[src/rtl/dis_pkg.sv]
// Shared types, sizes and codes for the disjoint interval set.
package dis_pkg;

	localparam int MAX_INTERVALS = 16;
	localparam int COORD_WIDTH   = 32;
	localparam int IDX_W         = $clog2(MAX_INTERVALS);
	localparam int CNT_W         = $clog2(MAX_INTERVALS + 1);

	typedef logic [COORD_WIDTH-1:0] coord_t;
	typedef logic [IDX_W-1:0]       idx_t;
	typedef logic [CNT_W-1:0]       cnt_t;

	// input actions
	localparam logic [1:0] ACT_INSERT = 2'd0;
	localparam logic [1:0] ACT_ERASE  = 2'd1;
	localparam logic [1:0] ACT_QUERY  = 2'd2;

	// commands broadcast to every cell
	localparam logic [2:0] OP_HOLD   = 3'd0;
	localparam logic [2:0] OP_INS_AT = 3'd1;
	localparam logic [2:0] OP_MERGE  = 3'd2;
	localparam logic [2:0] OP_ERASE  = 3'd3;
	localparam logic [2:0] OP_SPLIT  = 3'd4;
	localparam logic [2:0] OP_SHL    = 3'd5;

	typedef struct packed {
		logic   v;
		coord_t s;
		coord_t e;
	} entry_t;

	typedef struct packed {
		logic [2:0] op;
		idx_t       pos;
		coord_t     lo;
		coord_t     hi;
		coord_t     ns;
		coord_t     ne;
	} cmd_t;

	typedef struct packed {
		logic left;    // entry ends before lo
		logic mid;     // entry overlaps or touches [lo,hi)
		logic ovl;     // entry overlaps [lo,hi)
		logic cut_lo;  // entry starts below lo
		logic cut_hi;  // entry ends above hi
		logic hit;     // entry holds point lo
	} stat_t;

endpackage

[src/rtl/dis_cell.sv]
// One table cell: holds an interval, classifies it and shifts with its neighbours.
module dis_cell import dis_pkg::*; (
	input  logic   clk,
	input  logic   arst_n,
	input  idx_t   idx,
	input  cmd_t   cmd,
	input  entry_t lower,
	input  entry_t upper,
	input  coord_t psum_in,
	output entry_t ent,
	output stat_t  stat,
	output coord_t psum_out
);

	logic   v_q;
	coord_t s_q, e_q;
	coord_t psum_q;
	entry_t nxt;
	logic [IDX_W:0] pos_p1;

	assign ent = '{v: v_q, s: s_q, e: e_q};
	assign pos_p1 = {1'b0, cmd.pos} + 1'b1;

	// classify against the current range
	always_comb begin
		stat.left   = v_q && (e_q < cmd.lo);
		stat.mid    = v_q && !(e_q < cmd.lo) && !(s_q > cmd.hi);
		stat.ovl    = v_q && !((e_q <= cmd.lo) || (s_q >= cmd.hi));
		stat.cut_lo = s_q < cmd.lo;
		stat.cut_hi = e_q > cmd.hi;
		stat.hit    = v_q && (s_q <= cmd.lo) && (cmd.lo < e_q);
	end

	// work out the next content
	always_comb begin
		nxt = ent;
		case (cmd.op)
			OP_INS_AT: begin
				if (idx > cmd.pos) begin
					nxt = lower;
				end else if (idx == cmd.pos) begin
					nxt = '{v: 1'b1, s: cmd.ns, e: cmd.ne};
				end
			end
			OP_MERGE: begin
				if (stat.mid) begin
					if (idx == cmd.pos) begin
						nxt = '{v: 1'b1, s: cmd.ns, e: cmd.ne};
					end else begin
						nxt.v = 1'b0;
					end
				end
			end
			OP_ERASE: begin
				if (stat.ovl) begin
					if (stat.cut_lo) begin
						nxt.e = cmd.lo;
					end else if (stat.cut_hi) begin
						nxt.s = cmd.hi;
					end else begin
						nxt.v = 1'b0;
					end
				end
			end
			OP_SPLIT: begin
				if (idx == cmd.pos) begin
					nxt.e = cmd.lo;
				end else if ({1'b0, idx} == pos_p1) begin
					nxt = '{v: 1'b1, s: cmd.hi, e: lower.e};
				end else if ({1'b0, idx} > pos_p1) begin
					nxt = lower;
				end
			end
			OP_SHL: begin
				if (idx >= cmd.pos) begin
					nxt = upper;
				end
			end
			default: begin
				nxt = ent;
			end
		endcase
	end

	// hold the valid flag under reset
	always_ff @(posedge clk or negedge arst_n) begin
		if (!arst_n) begin
			v_q <= 1'b0;
		end else begin
			v_q <= nxt.v;
		end
	end

	// advance payload and the running length sum
	always_ff @(posedge clk) begin
		s_q    <= nxt.s;
		e_q    <= nxt.e;
		psum_q <= psum_in + (v_q ? (e_q - s_q) : '0);
	end

	assign psum_out = psum_q;

endmodule

[config.mk]
export PLATFORM = sky130hd
export DESIGN_NAME = dis_cell
export DESIGN_NICKNAME = d
export VERILOG_FILES = /design/src/rtl/dis_pkg.sv /design/src/rtl/dis_cell.sv
export SDC_FILE = /design/constraint.sdc
export NUM_CORES = 1
export LEC_CHECK = 0
export ABC_AREA = 0
export BUFFER_PORTS_ARGS = -buffer_cell sky130_fd_sc_hd__buf_2
export CAP_MARGIN = 20
export CORE_ASPECT_RATIO = 0.75
export CORE_MARGIN = 8
export CORE_UTILIZATION = 55
export CTS_CLUSTER_DIAMETER = 30
export DETAILED_ROUTE_END_ITERATION = 16
export PLACE_DENSITY_LB_ADDON = 0.2
export SLEW_MARGIN = 20
export SYNTH_ARGS = -nofsm -noshare
export SYNTH_HDL_FRONTEND = slang
export SYNTH_SLANG_ARGS = --single-unit
[constraint.sdc]
create_clock -name clk -period 9.9 [get_ports clk]
set_clock_uncertainty 0.1 [all_clocks]
set_input_delay 0.99 -clock clk [delete_from_list [all_inputs] [get_ports clk]]
set_output_delay 0.99 -clock clk [all_outputs]
set_load 0.02 [all_outputs]
=== Yosys cells after proc, flatten, opt, wreduce, memory -nomap -nowiden ===
Cells that the tools add are included.

* Output and inout bits: 103
* Bits in registers: 97
* Bits of input ports: 303

* $add $sub $neg: 3
* Reduce and logical (&&, ||, !) cells: 14
* Muxes and demuxes: 17
* Equality and inequality tests: 19
* Magnitude comparators: 11

{| class="wikitable"
|+ Operator list
! cell !! count
|-
| $mux 65 || 7
|-
| $pmux 65 s5 || 1
|-
| $mux 32 || 4
|-
| $lt 32x32->1 || 3
|-
| $mux 33 || 2
|-
| $gt 32x32->1 || 2
|-
| $le 32x32->1 || 2
|-
| $mux 64 || 1
|-
| $add 32x32->32 || 1
|-
| $ge 32x32->1 || 1
|-
| $sub 32x32->32 || 1
|-
| $ne 2x2->1 const B || 9
|-
| $reduce_and 10->1 || 1
|-
| $reduce_and 9->1 || 1
|-
| $reduce_and 8->1 || 1
|-
| $eq 3x2->1 const B || 2
|-
| $eq 3x3->1 const B || 2
|-
| $logic_and 1x1->1 || 6
|-
| $ne 3x3->1 const B || 2
|-
| $add 4x1->5 const B || 1
|-
| $eq 4x5->1 || 1
|-
| $gt 4x5->1 || 1
|-
| $reduce_bool 5->1 || 1
|-
| $eq 4x4->1 || 1
|-
| other kinds (7) || 10
|}

=== Longest topological paths before layout ===
Gate-level depths: netlist of the first run.

* Depth in word-level cells: 6
* Depth in mapped cells: 22
* Mapped depth without buffers: 22

=== Worst setup path after synthesis of the first run ===
Ideal clock, no wire load.

* Path type: input-to-reg
* Start: input port cmd[106] (netlist bit)
* End: register s_q[0], enable pin
* Arrival: 4.624 ns
* Setup time: 0.422 ns
* Path buffers: 0
* Setup slack: 4.754 ns
* Required time: 9.378 ns
* Stages: 9
* Cells stage by stage: ha_1 -> a21o_1 -> a221o_1 -> a221oi_2 -> o211ai_1 -> a221o_2 -> nor4b_4 -> a221oi_2 -> a311oi_2

{| class="wikitable"
|+ RTL lines
! element !! line !! text
|-
| start, declared || dis_cell.sv:6 || <nowiki>input cmd_t cmd,</nowiki>
|-
| end signal, assigned || dis_cell.sv:96 || <nowiki>s_q <= nxt.s;</nowiki>
|-
| end, declared || dis_cell.sv:16 || <nowiki>coord_t s_q, e_q;</nowiki>
|}

=== Worst setup path in the final report of the first run ===
* Start: register e_q[0]
* End: register psum_q[31], in the netlist psum_out[31]

* Cells in the longest elaborated chain, start to end: 3

{| class="wikitable"
|+ Ends and longest elaborated chain
! element !! line !! text
|-
| start, declared || dis_cell.sv:16 ||
|-
| start signal, assigned || dis_cell.sv:97 || <nowiki>e_q <= nxt.e;</nowiki>
|-
| $sub 32x32->32 || dis_cell.sv:98 || <nowiki>psum_q <= psum_in + (v_q ? (e_q - s_q) : '0);</nowiki>
|-
| $mux 32 || dis_cell.sv:98 ||
|-
| $add 32x32->32 || dis_cell.sv:98 ||
|-
| end signal, assigned || dis_cell.sv:98 ||
|-
| end, declared || dis_cell.sv:17 || <nowiki>coord_t psum_q;</nowiki>
|}

Every way passes these cells.
A chain may end at the register's enable or synchronous reset.

==> reports/results.ini, run 1 <==
[status]
status=complete, no violations

[synthesis]
synth-adder-area-share_pct=20.8
synth_cells=1487
synth-compound-area-share_pct=27.1
synth-edff-count=64
ys_seq_elements=97
synth_top_family_by_area=compound AO/OA/AOI/OAI gates
synth-simple-area-share_pct=14.0
synth-xor-area-share_pct=3.53
syn_nets=1991
async_reset_ff_share_pct=1.03
synth-seq-area-share_pct=21.3
synthMuxAreaShare_pct=6.44
syn_avg_cell_area_um2=8.17
ys_types=72
ys_warn_count=0
syn_area_um2=12100
synth_flop_cell=edfxtp_1

[grt]
grt_pass1_vias=13400
grt-ovfl-total=0
antenna_found_initial=5
grt_max_degree=52
track_usage_pct=34.2
grt_pass1_wl_um=73200

[route]
avgViaCountPerCell=6.34
finalWirelength_um=48700
wl_met2_um=21200
dr.pass1.iters=10
wl_met3_um=5860
dr.first_iter.drc_count=1565
drtAntennaViolNets=0
dr.max_layer_used=met5
avgRoutedWirePerCell_um=22.5
route.detailed.drc=0
wl_met1_um=20100
vias=13700

[floorplanning]
die_h_um=145
die_w_um=188
die_area_um2=27100
pin_count=406
initial_core_util_pct=55.5
rows=47
core_um2=21900

[placed_design]
dp_hpwl_um=39800
gp_congestion=0.982
place_area_um2=14500
portBuffers=405

[timing]
whs_ns=0.293
period_share_pct=52.1
rsz0062_at_grt=no
maxSlewViolCount=0
final_hold_viol_count=0
tightest_slew_ns=1.07
fin_crit_ns=5.15
max-slew-margin-rel_pct=28.4
fin_tns_setup_ns=0
fmax_ghz=0.194
finalSetupViolCount=0

[power_and_ir_drop]
pwr_density_cell_nw_per_um2=161
p_seq_share_pct=26.5
p_leak_nw=7.62
max-vdd-ir-drop_uv=89.1
comb_power_share_pct=58.0
p_switching_mw=1.09
internal-power_mw=1.30
swShare_pct=45.6
pwr-share-clk_pct=15.5

[setup_path]
critPathLaunchType=flop
endpoint_kind=flop
crit_buf_inv=1
critPathMaxFanout=6
critPathRequiredTime_ns=10.09
critPathTopFamily=compound AO/OA/AOI/OAI gates
critical-path-max-stage-delay_ns=0.41
crit_arrival_ns=5.34
crit_chain=inv_1 > ha_1 > fa_1 > nor2b_1 > o21ai_0 > a21oi_1 > o31ai_1 > a21o_1 > a21boi_0 > o21ai_0 > nor3b_1 > nor3_1 > ha_1 > a211oi_1 > nand4_1 > a211oi_1 > nor2_1 > a21oi_1 > o221ai_1 > o31a_1 > o22ai_1 > xor2_1
critical_path_class=flop to flop
slowest_stage=fa_1

[clock_tree]
cts_tree=done
clk_pin_slew_ns=0.08
root_buffer=clkbuf_16
clk_latency_ns=0.36
numCtsBuffers=9
htreeDepth=3
cts_resized=0
cts_max_path_buffers=2
post_cts_buffers=0
cts.sinks=97
cts_hold_repair.buffers=0

[layout]
synthToLayoutAreaGrowth_pct=21.8
drive_gt1_share_pct=24.8
final_area_um2=14800
nets=2365

[min_path]
hold_class=input port to async pin

[job]
drv_cap=0

==> power by group through the flow <==
| stage | clock network, mW | logic [mW] | registers (mW) |
|---|---|---|---|
| 2_1_floorplan | 0 | 0.825 | 0.727 |
| 3_3_place_gp | 0 | 1.33 | 0.633 |
| 3_5_place_dp | 0 | 1.36 | 0.636 |
| 4_1_cts | 0.371 | 1.36 | 0.627 |
| 5_1_grt | 0.385 | 1.52 | 0.639 |
| 6_report | 0.370 | 1.38 | 0.632 |
==> state kept, by name, indices dropped and copies added (netlist names) <==
register	flops
e_q	32
psum_out	32
s_q	32
v_q	1
==> synth_stat cells, types with 24 or more instances <==
master    count  area (µm²)
o21ai_0      79         395
edfxtp_1     64        1920
mux2i_1      68         681
a21o_1       54         405
dfxtp_1      32         641
a31oi_1      24         150
nor2_1       74         278
xnor2_1      33         289
a21oi_1     136         681
nand2_1     147         552
o211ai_1     51         383
ha_1        199        2490
nand4_1      28         175
a222oi_1     47         470
inv_1       161         604
clkbuf_1     45         169
==> layout by cell type, fill, tap and decap left out, drive strengths merged, types with 5 or more instances in the layout <==
cell,count
buf,418
ha,199
inv,164
nand2,147
a21oi,136
o21ai,81
nor2,74
mux2i,68
edfxtp,64
a21o,54
o211ai,51
a222oi,47
xnor2,33
dfxtp,32
nand4,28
a31oi,24
nand3,23
o21a,20
nor3,20
nor2b,19
xor2,16
nand2b,14
a211oi,12
clkbuf,12
and3,11
o21bai,10
mux2,9
o31ai,7
and2,7
a211o,5
a221oi,5
==> per-stage QoR <==
step | power (mW) | worst slack (ns) | cells | utilization (%)
after floorplan | 1.55 | 4.75 | 1487 | -
after global placement | 1.96 | 4.98 | 2143 | 66.1
after detailed placement | 1.99 | 4.88 | 2143 | 66.1
after CTS | 2.36 | 4.85 | 2159 | 67.5
after global routing | 2.54 | 4.19 | 2164 | 67.6
final | 2.38 | 4.75 | 2164 | 67.6
==> final timing paths <==
kind	from	endpoint	slack, ns	cells after the start
max in group asynchronous	arst_n	v_q$_DFFE_PN0P_	9.32	1
min reg2reg	s_q[0]$_DFFE_PP_	psum_out[0]$_DFF_P_	0.82	3
max reg2reg	e_q[0]$_DFFE_PP_	psum_out[31]$_DFF_P_	4.75	22
min	arst_n	v_q$_DFFE_PN0P_	0.29	1
min in group clk	psum_in[0]	psum_out[0]$_DFF_P_	0.75	2
max	e_q[0]$_DFFE_PP_	psum_out[31]$_DFF_P_	4.75	22
==> metal layers <==
metal	up-vias	GRT usage [%]
li1	6305	-
met1	6379	45.6
met2	931	52.5
met3	97	8.45
met4	2	13.9
met5	-	0
==> final cells by class <==
class / instances / area (µm²)
clock inverter: 4 / 25.0
multi-input combinational: 1174 / 8790
clock buffer: 12 / 268
fill: 1906 / 7080
tap: 294 / 368
antenna: 4 / 10.0
timing repair buffer: 418 / 2140
inverter: 161 / 604
sequential: 97 / 2590
==> logic make-up after synthesis <==
family                   count (synthesis)
flip-flops                              97
AO/OA/AOI/OAI                          486
adder cells (fa/ha/maj)                201
multiplexers                            77
AND/OR/NAND/NOR                        361
buffers and inverters                  216
XOR/XNOR                                49
Note: power is estimated with default switching activity, not from simulation.
==> inputs of run 2 (changes only) <==
Settings changed: CORE_UTILIZATION 55 to 48.
Clock period 9.9 ns to 4.45 ns, I/O delays scaled along.
==> reports/results.ini, run 2 (same netlist as run 1, synthesis figures left out) <==
[timing]
period_share_pct=101
tightest_slew_ns=0.935
setup_slack_ns=-0.0576
fin_tns_setup_ns=-0.0935
fmax_ghz=0.222
fin_crit_ns=4.51
finalSetupViolCount=2
max-slew-margin-rel_pct=37.6
final_hold_viol_count=0
maxSlewViolCount=0
rsz0062_at_grt=yes

[grt]
grt-ovfl-total=0
antenna_found_initial=12
grt_pass1_vias=13800
grt_pass1_wl_um=78500
grt_max_degree=33
track_usage_pct=32.5

[clock_tree]
clk_pin_slew_ns=0.08
clk_latency_ns=0.37
htreeDepth=3
cts_max_path_buffers=2
cts.sinks=97
numCtsBuffers=9
root_buffer=clkbuf_16
cts_tree=done

[setup_path]
critPathTopFamily=compound AO/OA/AOI/OAI gates
crit_chain=ha_4 > fa_2 > nor2b_4 > o21ai_2 > a21oi_2 > o31ai_4 > a21o_1 > a21boi_2 > o21ai_2 > nor3b_2 > nor3_2 > ha_1 > buf_6 > a211oi_4 > nand4_1 > o31ai_1 > nor2_1 > a21oi_2 > o221ai_2 > o31a_1 > o22ai_2 > xor2_1
crit_buf_inv=1
critical-path-max-stage-delay_ns=0.44
rr_startpoint=s_q[0]$_DFFE_PP_
critPathRequiredTime_ns=4.65
slowest_stage=edfxtp_1
r2r_end=psum_out[31]$_DFF_P_
critPathLaunchType=flop
critPathMaxFanout=3
r2r_cells=22
critical_path_class=flop to flop
crit_arrival_ns=4.71
rrSetupSlack_ns=-0.06
endpoint_kind=flop

[power_and_ir_drop]
pwr_density_cell_nw_per_um2=364
swShare_pct=44.8
comb_power_share_pct=61.6
max-vdd-ir-drop_uv=242
total_power_mw=5.77
internal-power_mw=3.19
pwr-share-clk_pct=15.0
p_seq_share_pct=23.4
p_leak_nw=8.17
p_switching_mw=2.59

[route]
vias=14000
dr.pass1.iters=7
route.detailed.drc=0
drtAntennaViolNets=0
finalWirelength_um=52100
dr.first_iter.drc_count=1659
avgViaCountPerCell=6.04
avgRoutedWirePerCell_um=22.4

[layout]
final_area_um2=15900
mostFrequentLayoutCell=buf_2
final_cells=2319
final_cell_mix=buf_2, ha_1, inv_1, nand2_1, a21oi_1
synthToLayoutAreaGrowth_pct=30.7
fin_util_pct=63.8
drive_gt1_share_pct=30.7
nets=2469

[floorplanning]
die_area_um2=30700
initial_core_util_pct=48.8
die_w_um=200
rows=50
pin_count=406
core_um2=24900
die_h_um=154

[job]
drv_cap=0

[status]
status=finished, violations left
violations=negative setup slack

[min_path]
hold_start=psum_in[0]
whs_path_depth=2
hold_class=input port to flop
hold-path-endpoint=psum_out[0]$_DFF_P_

[placed_design]
post-place-cells=2281
portBuffers=405
place_area_um2=15200
dp_hpwl_um=43200
gp_congestion=0.997

[run 2: changes by cell type in the layout (fill, tap and decap cells not counted), moves of 3 or more]
cell	delta
a2111oi_0	-3
a31oi_1	-3
o21ai_1	+7
o21ai_2	+4
a211oi_1	-4
a21oi_2	+9
o21ai_0	-11
inv_8	+3
a211oi_2	+3
buf_4	+101
diode_2	+7
a21oi_1	-9
o31ai_1	-3
[run 2: worst max-delay path by stage]
stage | start | end | depth (start not counted)
after CTS | s_q[0]$_DFFE_PP_ | psum_out[30]$_DFF_P_ | 22
after floorplan | e_q[0]$_DFFE_PP_ | psum_out[30]$_DFF_P_ | 22
after detailed placement | e_q[0]$_DFFE_PP_ | psum_out[30]$_DFF_P_ | 23
after global routing | s_q[7]$_DFFE_PP_ | psum_out[31]$_DFF_P_ | 21
after global placement | e_q[0]$_DFFE_PP_ | psum_out[30]$_DFF_P_ | 23
final | s_q[0]$_DFFE_PP_ | psum_out[31]$_DFF_P_ | 22
[run 2: layer usage]
| metal | up-vias | part of all wire (%) | global-route usage (%) |
|---|---|---|---|
| met5 | - | 0.040 | 0 |
| met4 | 4 | 1.8 | 8.01 |
| met3 | 70 | 12 | 7.66 |
| met2 | 850 | 43 | 49.9 |
| met1 | 6557 | 43 | 45.2 |
| li1 | 6529 | - | - |
[run 2: area by class of cell]
class                      count  area, µm²
antenna                       11       27.5
clock inverter                 5       51.3
fill                        2230       9020
timing repair buffer         522       2930
multi-input combinational   1174       8990
clock buffer                  11        264
sequential                    97       2590
tap                          338        423
inverter                     161        604
[run 2: stage by stage]
stage          setup WS (ns)  hold WS [ns]
2_1_floorplan      -0.000974        0.0494
6_report             -0.0576         0.205
4_1_cts               -0.120         0.201
3_5_place_dp          -0.360         0.123
3_3_place_gp          -0.299         0.122
5_1_grt               -0.251         0.214
[run 2: power groups by stage]
stage	logic, mW	registers, mW	clock network [mW]
CTS	3.40	1.34	0.872
global route	3.87	1.37	0.901
floorplan	1.84	1.62	0
finish	3.56	1.35	0.867
detailed placement	3.33	1.36	0
global placement	3.26	1.36	0
[run 2: what timing repair did]
item,4_1_cts,5_1_grt
setup buffers,4,6
hold buffers,1,0
setup endpoints to repair,12,16
pin swaps,8,17
gates resized for setup,19,38
hold endpoints to repair,1,0
[run 2: worst reg2reg max path: stages (launching register included)]
cell and delay [ns]:
edfxtp_1 0.44, ha_4 0.19, fa_2 0.37, nor2b_4 0.13
o21ai_2 0.08, a21oi_2 0.21, o31ai_4 0.10, a21o_1 0.19
a21boi_2 0.18, o21ai_2 0.09, nor3b_2 0.16, nor3_2 0.16
ha_1 0.28, buf_6 0.13, a211oi_4 0.23, nand4_1 0.16
o31ai_1 0.24, nor2_1 0.12, a21oi_2 0.21, o221ai_2 0.13
o31a_1 0.28, o22ai_2 0.14, xor2_1 0.15
